[config.mk]
export PLATFORM = sky130hd
export DESIGN_NAME = ps2_mouse_cursor_tracker_core
export DESIGN_NICKNAME = d
export VERILOG_FILES = /design/src/hdl/ps2mc_pkg.sv /design/src/hdl/ps2_mouse_cursor_tracker_core.sv /design/src/hdl/ps2mc_axis.sv
export SDC_FILE = /design/constraint.sdc
export NUM_CORES = 1
export LEC_CHECK = 0
export ABC_CLOCK_PERIOD_IN_PS = 4500
export BUFFER_PORTS_ARGS = -buffer_cell sky130_fd_sc_hd__buf_4
export CORE_ASPECT_RATIO = 1.5
export CORE_MARGIN = 4
export CORE_UTILIZATION = 50
export CTS_BUF_LIST = sky130_fd_sc_hd__clkbuf_2 sky130_fd_sc_hd__clkbuf_4 sky130_fd_sc_hd__clkbuf_8
export CTS_CLUSTER_DIAMETER = 200
export CTS_CLUSTER_SIZE = 30
export DETAILED_ROUTE_END_ITERATION = 10
export GPL_ROUTABILITY_DRIVEN = 0
export PLACE_DENSITY = 0.75
export SYNTH_ARGS = -nofsm -noshare
export SYNTH_HDL_FRONTEND = slang
export SYNTH_SLANG_ARGS = --single-unit
export TNS_END_PERCENT = 1
[constraint.sdc]
create_clock -name clk -period 4.5 [get_ports clk]
set_input_delay 0.9 -clock clk [delete_from_list [all_inputs] [get_ports clk]]
set_output_delay 0.9 -clock clk [all_outputs]
set_load 0.1 [all_outputs]
[src/hdl/ps2mc_pkg.sv]
// Shared types and constants for the PS/2 mouse cursor tracker.
package ps2mc_pkg;

    // Width of the screen size registers and of the cursor fields
    localparam int COORD_W = 12;

    // Configuration register indexes
    localparam int CFG_INDEX_W = 1;
    localparam logic [CFG_INDEX_W-1:0] CFG_SCREEN_WIDTH  = 1'd0;
    localparam logic [CFG_INDEX_W-1:0] CFG_SCREEN_HEIGHT = 1'd1;

    // Reset values of the screen size registers
    localparam int SCREEN_WIDTH_RESET  = 640;
    localparam int SCREEN_HEIGHT_RESET = 480;

    // Bit positions inside the flags byte
    localparam int FLAG_LEFT    = 0;
    localparam int FLAG_RIGHT   = 1;
    localparam int FLAG_MIDDLE  = 2;
    localparam int FLAG_ALWAYS1 = 3;
    localparam int FLAG_X_SIGN  = 4;
    localparam int FLAG_Y_SIGN  = 5;
    localparam int FLAG_X_OVF   = 6;
    localparam int FLAG_Y_OVF   = 7;

    // Signed movement: sign bit from the flags byte plus the data byte
    localparam int MOVE_W = 9;

    // One byte from the mouse
    typedef struct packed {
        logic [7:0] data_byte;
        logic       settling;
    } byte_word_t;

    // One cursor update
    typedef struct packed {
        logic [COORD_W-1:0] cursor_x;
        logic [COORD_W-1:0] cursor_y;
        logic               left_button;
        logic               right_button;
        logic               middle_button;
    } cursor_word_t;

endpackage

[src/hdl/ps2_mouse_cursor_tracker_core.sv]
// Top level of the PS/2 mouse cursor tracker: packet framing, cursor state, output buffering.
//
// Takes one mouse byte per cycle and groups non-settling bytes into three-byte
// packets (flags, X, Y). A packet with an overflow bit set or the always-one bit
// clear is dropped whole; framing never resynchronizes. Each good packet moves the
// cursor (X added, Y subtracted), clamps it to 0..screen size, and yields one registered
// cursor word from its third byte. Bytes are taken every cycle while byte_stall is low;
// it rises only when both the output register and the skid stage behind it hold words
// that the receiver has not taken. The user writes the screen size registers through
// cfg_we / cfg_index / cfg_data only while no packet is in flight; the block does not
// enforce this. COORD_BITS limits the cursor range to 0..2^COORD_BITS-1 (at most 12 bits).
module ps2_mouse_cursor_tracker_core #(
    parameter int COORD_BITS = 12
) (
    input  logic                                clk,
    input  logic                                rst_n,
    input  logic                                byte_valid,
    output logic                                byte_stall,
    input  ps2mc_pkg::byte_word_t               byte_word,
    output logic                                cursor_valid,
    input  logic                                cursor_stall,
    output ps2mc_pkg::cursor_word_t             cursor_word,
    input  logic                                cfg_we,
    input  logic [ps2mc_pkg::CFG_INDEX_W-1:0]   cfg_index,
    input  logic [ps2mc_pkg::COORD_W-1:0]       cfg_data
);
    import ps2mc_pkg::*;

    // Stored cursor width: never more than the output field carries
    localparam int POS_W = (COORD_BITS < COORD_W) ? COORD_BITS : COORD_W;
    localparam logic [COORD_W-1:0] POS_LIM = COORD_W'((1 << POS_W) - 1);
    localparam logic [COORD_W-1:0] HALF_W  = COORD_W'(SCREEN_WIDTH_RESET / 2);
    localparam logic [COORD_W-1:0] HALF_H  = COORD_W'(SCREEN_HEIGHT_RESET / 2);
    localparam logic [COORD_W-1:0] RST_X12 = (HALF_W > POS_LIM) ? POS_LIM : HALF_W;
    localparam logic [COORD_W-1:0] RST_Y12 = (HALF_H > POS_LIM) ? POS_LIM : HALF_H;
    localparam logic [POS_W-1:0]   RST_X   = RST_X12[POS_W-1:0];
    localparam logic [POS_W-1:0]   RST_Y   = RST_Y12[POS_W-1:0];

    typedef enum logic [1:0] {
        PHASE_FLAGS = 2'd0,
        PHASE_X     = 2'd1,
        PHASE_Y     = 2'd2
    } phase_t;

    phase_t             phase_reg, phase_next;
    logic               discard_reg, discard_next;
    logic [7:0]         flag_reg, flag_next;
    logic [7:0]         xbyte_reg, xbyte_next;
    logic [POS_W-1:0]   pos_x_reg, pos_x_next;
    logic [POS_W-1:0]   pos_y_reg, pos_y_next;
    logic [COORD_W-1:0] width_reg, height_reg;
    logic               out_valid_reg, out_valid_next;
    logic               skid_valid_reg, skid_valid_next;
    cursor_word_t       out_word_reg, out_word_next;
    cursor_word_t       skid_word_reg, skid_word_next;

    logic               byte_fire;
    logic               cursor_fire;
    logic               res_valid;
    cursor_word_t       res_word;
    logic [COORD_W-1:0] bound_x12, bound_y12;
    logic [POS_W-1:0]   bound_x, bound_y;
    logic [POS_W-1:0]   new_x, new_y;
    logic [MOVE_W-1:0]  move_x, move_y;

    assign byte_stall   = skid_valid_reg;
    assign byte_fire    = byte_valid & ~byte_stall & ~byte_word.settling;
    assign cursor_valid = out_valid_reg;
    assign cursor_word  = out_word_reg;
    assign cursor_fire  = out_valid_reg & ~cursor_stall;

    // Limit the clamp bounds to the cursor range
    always_comb
    begin
        bound_x12 = (width_reg > POS_LIM) ? POS_LIM : width_reg;
        bound_y12 = (height_reg > POS_LIM) ? POS_LIM : height_reg;
        bound_x   = bound_x12[POS_W-1:0];
        bound_y   = bound_y12[POS_W-1:0];
        move_x    = {flag_reg[FLAG_X_SIGN], xbyte_reg};
        move_y    = {flag_reg[FLAG_Y_SIGN], byte_word.data_byte};
    end

    ps2mc_axis #(
        .POS_W (POS_W)
    ) u_axis_x (
        .pos      (pos_x_reg),
        .move     (move_x),
        .invert   (1'b0),
        .bound    (bound_x),
        .pos_next (new_x)
    );

    ps2mc_axis #(
        .POS_W (POS_W)
    ) u_axis_y (
        .pos      (pos_y_reg),
        .move     (move_y),
        .invert   (1'b1),
        .bound    (bound_y),
        .pos_next (new_y)
    );

    // Advance the packet phase and update the cursor on the third byte
    always_comb
    begin
        phase_next   = phase_reg;
        discard_next = discard_reg;
        flag_next    = flag_reg;
        xbyte_next   = xbyte_reg;
        pos_x_next   = pos_x_reg;
        pos_y_next   = pos_y_reg;
        res_valid    = 1'b0;
        if (byte_fire)
        begin
            unique case (phase_reg)
                PHASE_X:
                begin
                    xbyte_next = byte_word.data_byte;
                    phase_next = PHASE_Y;
                end
                PHASE_Y:
                begin
                    phase_next   = PHASE_FLAGS;
                    discard_next = 1'b0;
                    if (!discard_reg)
                    begin
                        pos_x_next = new_x;
                        pos_y_next = new_y;
                        res_valid  = 1'b1;
                    end
                end
                default:
                begin
                    flag_next  = byte_word.data_byte;
                    phase_next = PHASE_X;
                    if (byte_word.data_byte[FLAG_X_OVF] || byte_word.data_byte[FLAG_Y_OVF] ||
                        !byte_word.data_byte[FLAG_ALWAYS1])
                    begin
                        discard_next = 1'b1;
                    end
                end
            endcase
        end
    end

    // Build the cursor word from the updated position and the flags byte
    always_comb
    begin
        res_word.cursor_x      = COORD_W'(new_x);
        res_word.cursor_y      = COORD_W'(new_y);
        res_word.left_button   = flag_reg[FLAG_LEFT];
        res_word.right_button  = flag_reg[FLAG_RIGHT];
        res_word.middle_button = flag_reg[FLAG_MIDDLE];
    end

    // Route results through the output register and its skid stage
    always_comb
    begin
        out_valid_next  = out_valid_reg;
        skid_valid_next = skid_valid_reg;
        out_word_next   = out_word_reg;
        skid_word_next  = skid_word_reg;
        if (skid_valid_reg)
        begin
            if (cursor_fire)
            begin
                out_word_next   = skid_word_reg;
                skid_valid_next = 1'b0;
            end
        end
        else if (out_valid_reg && !cursor_fire)
        begin
            if (res_valid)
            begin
                skid_word_next  = res_word;
                skid_valid_next = 1'b1;
            end
        end
        else
        begin
            out_valid_next = res_valid;
            if (res_valid)
            begin
                out_word_next = res_word;
            end
        end
    end

    // Hold packet state, cursor and valid flags
    always_ff @(posedge clk or negedge rst_n)
    begin
        if (!rst_n)
        begin
            phase_reg      <= PHASE_FLAGS;
            discard_reg    <= 1'b0;
            flag_reg       <= '0;
            xbyte_reg      <= '0;
            pos_x_reg      <= RST_X;
            pos_y_reg      <= RST_Y;
            out_valid_reg  <= 1'b0;
            skid_valid_reg <= 1'b0;
        end
        else
        begin
            phase_reg      <= phase_next;
            discard_reg    <= discard_next;
            flag_reg       <= flag_next;
            xbyte_reg      <= xbyte_next;
            pos_x_reg      <= pos_x_next;
            pos_y_reg      <= pos_y_next;
            out_valid_reg  <= out_valid_next;
            skid_valid_reg <= skid_valid_next;
        end
    end

    // Hold output and skid words
    always_ff @(posedge clk)
    begin
        out_word_reg  <= out_word_next;
        skid_word_reg <= skid_word_next;
    end

    // Write the screen size registers
    always_ff @(posedge clk or negedge rst_n)
    begin
        if (!rst_n)
        begin
            width_reg  <= COORD_W'(SCREEN_WIDTH_RESET);
            height_reg <= COORD_W'(SCREEN_HEIGHT_RESET);
        end
        else if (cfg_we)
        begin
            unique case (cfg_index)
                CFG_SCREEN_WIDTH:  width_reg  <= cfg_data;
                CFG_SCREEN_HEIGHT: height_reg <= cfg_data;
                default:           ;
            endcase
        end
    end

endmodule

[src/hdl/ps2mc_axis.sv]
// One cursor axis: add or subtract a signed movement and clamp to 0..bound.
module ps2mc_axis #(
    parameter int POS_W = 12
) (
    input  logic [POS_W-1:0]            pos,
    input  logic [ps2mc_pkg::MOVE_W-1:0] move,
    input  logic                        invert,
    input  logic [POS_W-1:0]            bound,
    output logic [POS_W-1:0]            pos_next
);
    import ps2mc_pkg::*;

    // Two extra bits cover the full movement range on either side when POS_W is at least 8
    localparam int SUM_W = POS_W + 2;

    logic signed [SUM_W-1:0] pos_s;
    logic signed [SUM_W-1:0] move_s;
    logic signed [SUM_W-1:0] bound_s;
    logic signed [SUM_W-1:0] sum;

    // Extend operands and apply the movement
    always_comb
    begin
        pos_s   = signed'(SUM_W'(pos));
        bound_s = signed'(SUM_W'(bound));
        move_s  = SUM_W'(signed'(move));
        sum     = invert ? (pos_s - move_s) : (pos_s + move_s);
    end

    // Clamp inclusively to the bound
    always_comb
    begin
        if (sum[SUM_W-1])
        begin
            pos_next = '0;
        end
        else if (sum > bound_s)
        begin
            pos_next = bound;
        end
        else
        begin
            pos_next = sum[POS_W-1:0];
        end
    end

endmodule

==> PnR_summary.wiki <==
{| class="wikitable"
! Metric !! Value
|-
| Switch share || about half
|-
| Maximum operating frequency || between 200 and 250 MHz
|-
| Full die area || 17,380 µm²
|-
| Mapped Avg Cell Area || around 9.8 µm²
|-
| Sequential fraction of the synthesis area || a little over two fifths
|-
| Maximum number of pins on one net before global-route repair || 67
|-
| Status || completed
|-
| Effective utilization at floorplan || between 50% and 60%
|-
| Number of buffers added for setup after CTS || 0
|-
| Met3 Resource Use GR || 4.178%
|-
| Clock power share || around an eighth
|-
| Category of the worst setup path launch point || flop
|-
| Warning count from the yosys run || 0
|-
| Wire length per cell || between 20 and 25 µm
|-
| Iteration count of the initial detailed-routing pass || 5
|-
| Number of enable flip-flop cells after synthesis || 54
|-
| Cts bufs inserted || 17
|-
| Remaining DRCs || 0
|-
| Std-Cell Rows || between 50 and 60
|-
| Net total in the final layout || 949
|-
| Leakage || roughly 3.8 nW
|-
| Final slew viol count || 0
|-
| Maximum ir drop on the vdd rail || 835.5 µV
|-
| GR peak layer || met2
|-
| NetSw || about 0.0038 W
|-
| Insertion delay of the later-clocked pin in the worst-skew pair || between 0.4 and 0.5 ns
|-
| Family with the most delay on the worst path || compound AO/OA/AOI/OAI gates
|-
| Post-route fraction of the period consumed by the critical path || between 90 and 100%
|-
| Final HPWL from detailed placement || 15,700 µm
|-
| Highest net fanout along the worst path || 8
|-
| Port bufs || 55
|-
| Actual slew at the worst max-slew pin || ~1.1 ns
|-
| Netlist area before placement || between 7000 and 8000 µm²
|-
| Vias after detailed routing || about 6,900
|-
| Root buffer selected by CTS || sky130_fd_sc_hd__clkbuf_8
|-
| CTS tree || yes
|-
| Time the worst path needs with I/O delays and setup || roughly 4.3 ns
|-
| Most Frequent Cell on Critical Path || sky130_fd_sc_hd__buf_4
|-
| Total power after layout || 0.007891 W
|-
| Crit path capture type || flop
|-
| X dimension of the die || 109.0 µm
|-
| Mean number of vias per cell || approximately 6.4
|-
| Clock Tree Buf Depth || 2
|-
| Final setup fails || 0
|-
| Global-route usage over all layers || a little over a quarter
|-
| Final Hold Viols || 0
|-
| Post-route setup slack || ~0.23 ns
|-
| Most common library cell in the layout ignoring fill and taps || sky130_fd_sc_hd__buf_4
|-
| N_diodes || 0
|-
| Synthesized instance count || 783
|-
| Post-CTS clock slew at the launch and capture registers of the worst setup and hold paths || ~0.1 ns
|-
| Filler instances || 1,277
|-
| Worst path max stage delay || 0.41 ns
|-
| Initial drt markers || 530
|-
| WP buf/inv || 3
|-
| Antenna violations before repair || 0
|-
| Met1 track demand over resource in global routing || between 30% and 40%
|-
| Power density relative to cell area || 869.7 nW/µm²
|-
| Growth of design area from synthesis to finish || 18.67%
|-
| FFs w/ async S/R, synth || around 55%
|-
| Max cap viols || 0
|-
| GRT met2 Usage || 45.61%
|-
| Highest-count cells in the layout ignoring fill and taps || sky130_fd_sc_hd__buf_4, sky130_fd_sc_hd__nand2_1, sky130_fd_sc_hd__inv_1, sky130_fd_sc_hd__edfxtp_1, sky130_fd_sc_hd__dfrtp_1
|-
| Count of state elements after synthesis || 120
|-
| Main synth FF type || sky130_fd_sc_hd__edfxtp_1
|-
| CP Class || flop to flop
|-
| Total detailed-routing wirelength || about 23,000 µm
|-
| Core Region || 15,070 µm²
|-
| Sequential Power Share || a little over a fifth
|-
| Deepest level of the CTS H-tree || 4
|-
| Number of sinks on the clock net || 120
|-
| Critical path data required time || 4.77 ns
|-
| CP Cell Sequence || ha_4 -> inv_1 -> fa_1 -> nor2b_1 -> o21a_1 -> o21ai_2 -> buf_4 -> nand2b_1 -> a21oi_1 -> xnor2_2 -> ha_1 -> nand3_1 -> nor3_4 -> nor3_1 -> a21oi_2 -> nand2_1 -> a311oi_4 -> nand2_4 -> buf_4 -> o311ai_1
|-
| Antenna Violating Nets Remaining || 0
|-
| Synth Net Count || approximately 860
|-
| Share of layout cells above drive strength 1 || ~25%
|-
| Die extent in y || between 150 and 200 µm
|-
| Crit path max-delay cell type || sky130_fd_sc_hd__dfrtp_1
|-
| Worst hold-check path type || flop to flop
|-
| Internal power || 0.004085 W
|-
| Max-slew headroom || about a quarter
|-
| Setup Slack @ Placement || -0.2558 ns
|-
| Critical Path AT || between 4 and 5 ns
|-
| I/O pin cnt || 56
|-
| Distinct cell type count of the synthesized netlist || 70
|-
| Combinational fraction of design power || 65.4%
|-
| First-pass GRT wire length || between 30,000 and 40,000 µm
|-
| Number of global-route vias before repair || 6,876
|-
| Worst clock skew || 0.02240 ns
|-
| GRT Residual Overflow || 0
|}
## cells in the mapped netlist (4+ instances only)
| master | n | area share (%) |
|---|---|---|
| sky130_fd_sc_hd__o21ai_0 | 45 | 2.9 |
| sky130_fd_sc_hd__a211oi_1 | 7 | 0.69 |
| sky130_fd_sc_hd__a211o_1 | 9 | 1.0 |
| sky130_fd_sc_hd__nand2_1 | 97 | 4.8 |
| sky130_fd_sc_hd__o21ai_1 | 4 | 0.26 |
| sky130_fd_sc_hd__a21oi_1 | 52 | 3.4 |
| sky130_fd_sc_hd__clkbuf_1 | 27 | 1.3 |
| sky130_fd_sc_hd__nor3_1 | 16 | 1.0 |
| sky130_fd_sc_hd__or2_2 | 4 | 0.33 |
| sky130_fd_sc_hd__o2111ai_1 | 35 | 4.0 |
| sky130_fd_sc_hd__inv_1 | 55 | 2.7 |
| sky130_fd_sc_hd__dfrtp_1 | 54 | 18 |
| sky130_fd_sc_hd__buf_2 | 9 | 0.59 |
| sky130_fd_sc_hd__nand3_1 | 45 | 2.9 |
| sky130_fd_sc_hd__and3_1 | 7 | 0.57 |
| sky130_fd_sc_hd__or4_1 | 4 | 0.39 |
| sky130_fd_sc_hd__ha_1 | 50 | 8.2 |
| sky130_fd_sc_hd__nand4_1 | 4 | 0.33 |
| sky130_fd_sc_hd__o211ai_1 | 13 | 1.3 |
| sky130_fd_sc_hd__a21o_1 | 10 | 0.98 |
| sky130_fd_sc_hd__dfstp_2 | 12 | 4.1 |
| sky130_fd_sc_hd__edfxtp_1 | 54 | 21 |
| sky130_fd_sc_hd__xnor2_1 | 9 | 1.0 |
| sky130_fd_sc_hd__o31ai_1 | 6 | 0.59 |
| sky130_fd_sc_hd__nor2_1 | 21 | 1.0 |
| sky130_fd_sc_hd__xor2_1 | 4 | 0.46 |
| sky130_fd_sc_hd__o311ai_0 | 10 | 1.1 |
| sky130_fd_sc_hd__buf_4 | 7 | 0.69 |
| sky130_fd_sc_hd__mux2_2 | 28 | 4.1 |
| sky130_fd_sc_hd__o311ai_1 | 12 | 1.4 |
| sky130_fd_sc_hd__o21a_1 | 8 | 0.79 |
## routing by layer
metal	up-vias	wire [µm]
met3	85	1202
li1	3141	-
met4	0	1574
met2	318	11650
met5	-	0
met1	3372	8117
## final cells by class
cell class / count / area (µm²) / area share [%]
Multi-Input combinational cell: 560 / 4021 / 44.32
Sequential cell: 120 / 3289 / 36.25
Timing Repair Buffer: 116 / 895.9 / 9.873
Tap cell: 199 / 249.0 / 2.744
Clock buffer: 17 / 234.0 / 2.579
Inverter: 55 / 206.4 / 2.275
Clock inverter: 15 / 177.7 / 1.958
## power groups by stage
| stage | clock (W) | sequential [W] | combinational (W) |
|---|---|---|---|
| 2_1_floorplan | 0 | 0.00168 | 0.00342 |
| 3_3_place_gp | 0 | 0.00169 | 0.00486 |
| 3_5_place_dp | 0 | 0.00170 | 0.00495 |
| 4_1_cts | 0.00106 | 0.00167 | 0.00499 |
| 5_1_grt | 0.00111 | 0.00170 | 0.00564 |
| 6_report | 0.00105 | 0.00168 | 0.00516 |
## per-stage QoR
| stage | utilization [%] | TNS (ns) | hold slack, ns | cells | cell area, µm² |
|---|---|---|---|---|---|
| 4_1_cts | 59.68 | 0 | 0.4785 | 1082 | 8995 |
| 6_report | 60.21 | 0 | 0.4796 | 1082 | 9074 |
| 5_1_grt | 60.21 | -0.1423 | 0.5015 | 1082 | 9074 |
| 3_5_place_dp | 56.92 | -5.599 | 0.4599 | 1050 | 8578 |
| 3_3_place_gp | 56.92 | -2.061 | 0.4512 | 1050 | 8578 |
| 2_1_floorplan | - | 0 | 0.4389 | 783 | 7657 |
## repair_timing
item / in CTS / in global routing
resized for setup: 2 / 18
setup endpoints to repair: 11 / 63
hold buffers: 0 / 0
hold endpoints to repair: 0 / 0
pin swaps: 0 / 8
## path summary, 6_finish.rpt
check                                    startpoint                          to  slack (ns)  depth (start not counted)
min in group asynchronous                     rst_n    cursor_valid$_DFFE_PN0P_        0.57                          1
max reg2reg                pos_x_reg[0]$_DFFE_PN0P_   cursor_word[22]$_DFFE_PP_        0.23                         20
min                         flag_reg[1]$_DFFE_PN0P_  skid_word_reg[1]$_DFFE_PP_        0.48                          0
max                        pos_x_reg[0]$_DFFE_PN0P_   cursor_word[22]$_DFFE_PP_        0.23                         20
max in group asynchronous                     rst_n    xbyte_reg[0]$_DFFE_PN0P_        3.32                          1
min reg2reg                 flag_reg[1]$_DFFE_PN0P_  skid_word_reg[1]$_DFFE_PP_        0.48                          0
## logic make-up (layout without fill, tap and decap cells)
kind of cell / count (synthesis) / count (layout) / synth area share [%]
buffers and inverters: 103 / 203 / 5.842
multiplexers: 29 / 29 / 4.255
AO/OA/AOI/OAI: 245 / 245 / 23.19
adder cells (fa/ha/maj): 52 / 52 / 8.706
flip-flops: 120 / 120 / 43.00
AND/OR/NAND/NOR: 221 / 221 / 13.52
XOR/XNOR: 13 / 13 / 1.489
Note: power is estimated with default switching activity, not from simulation.
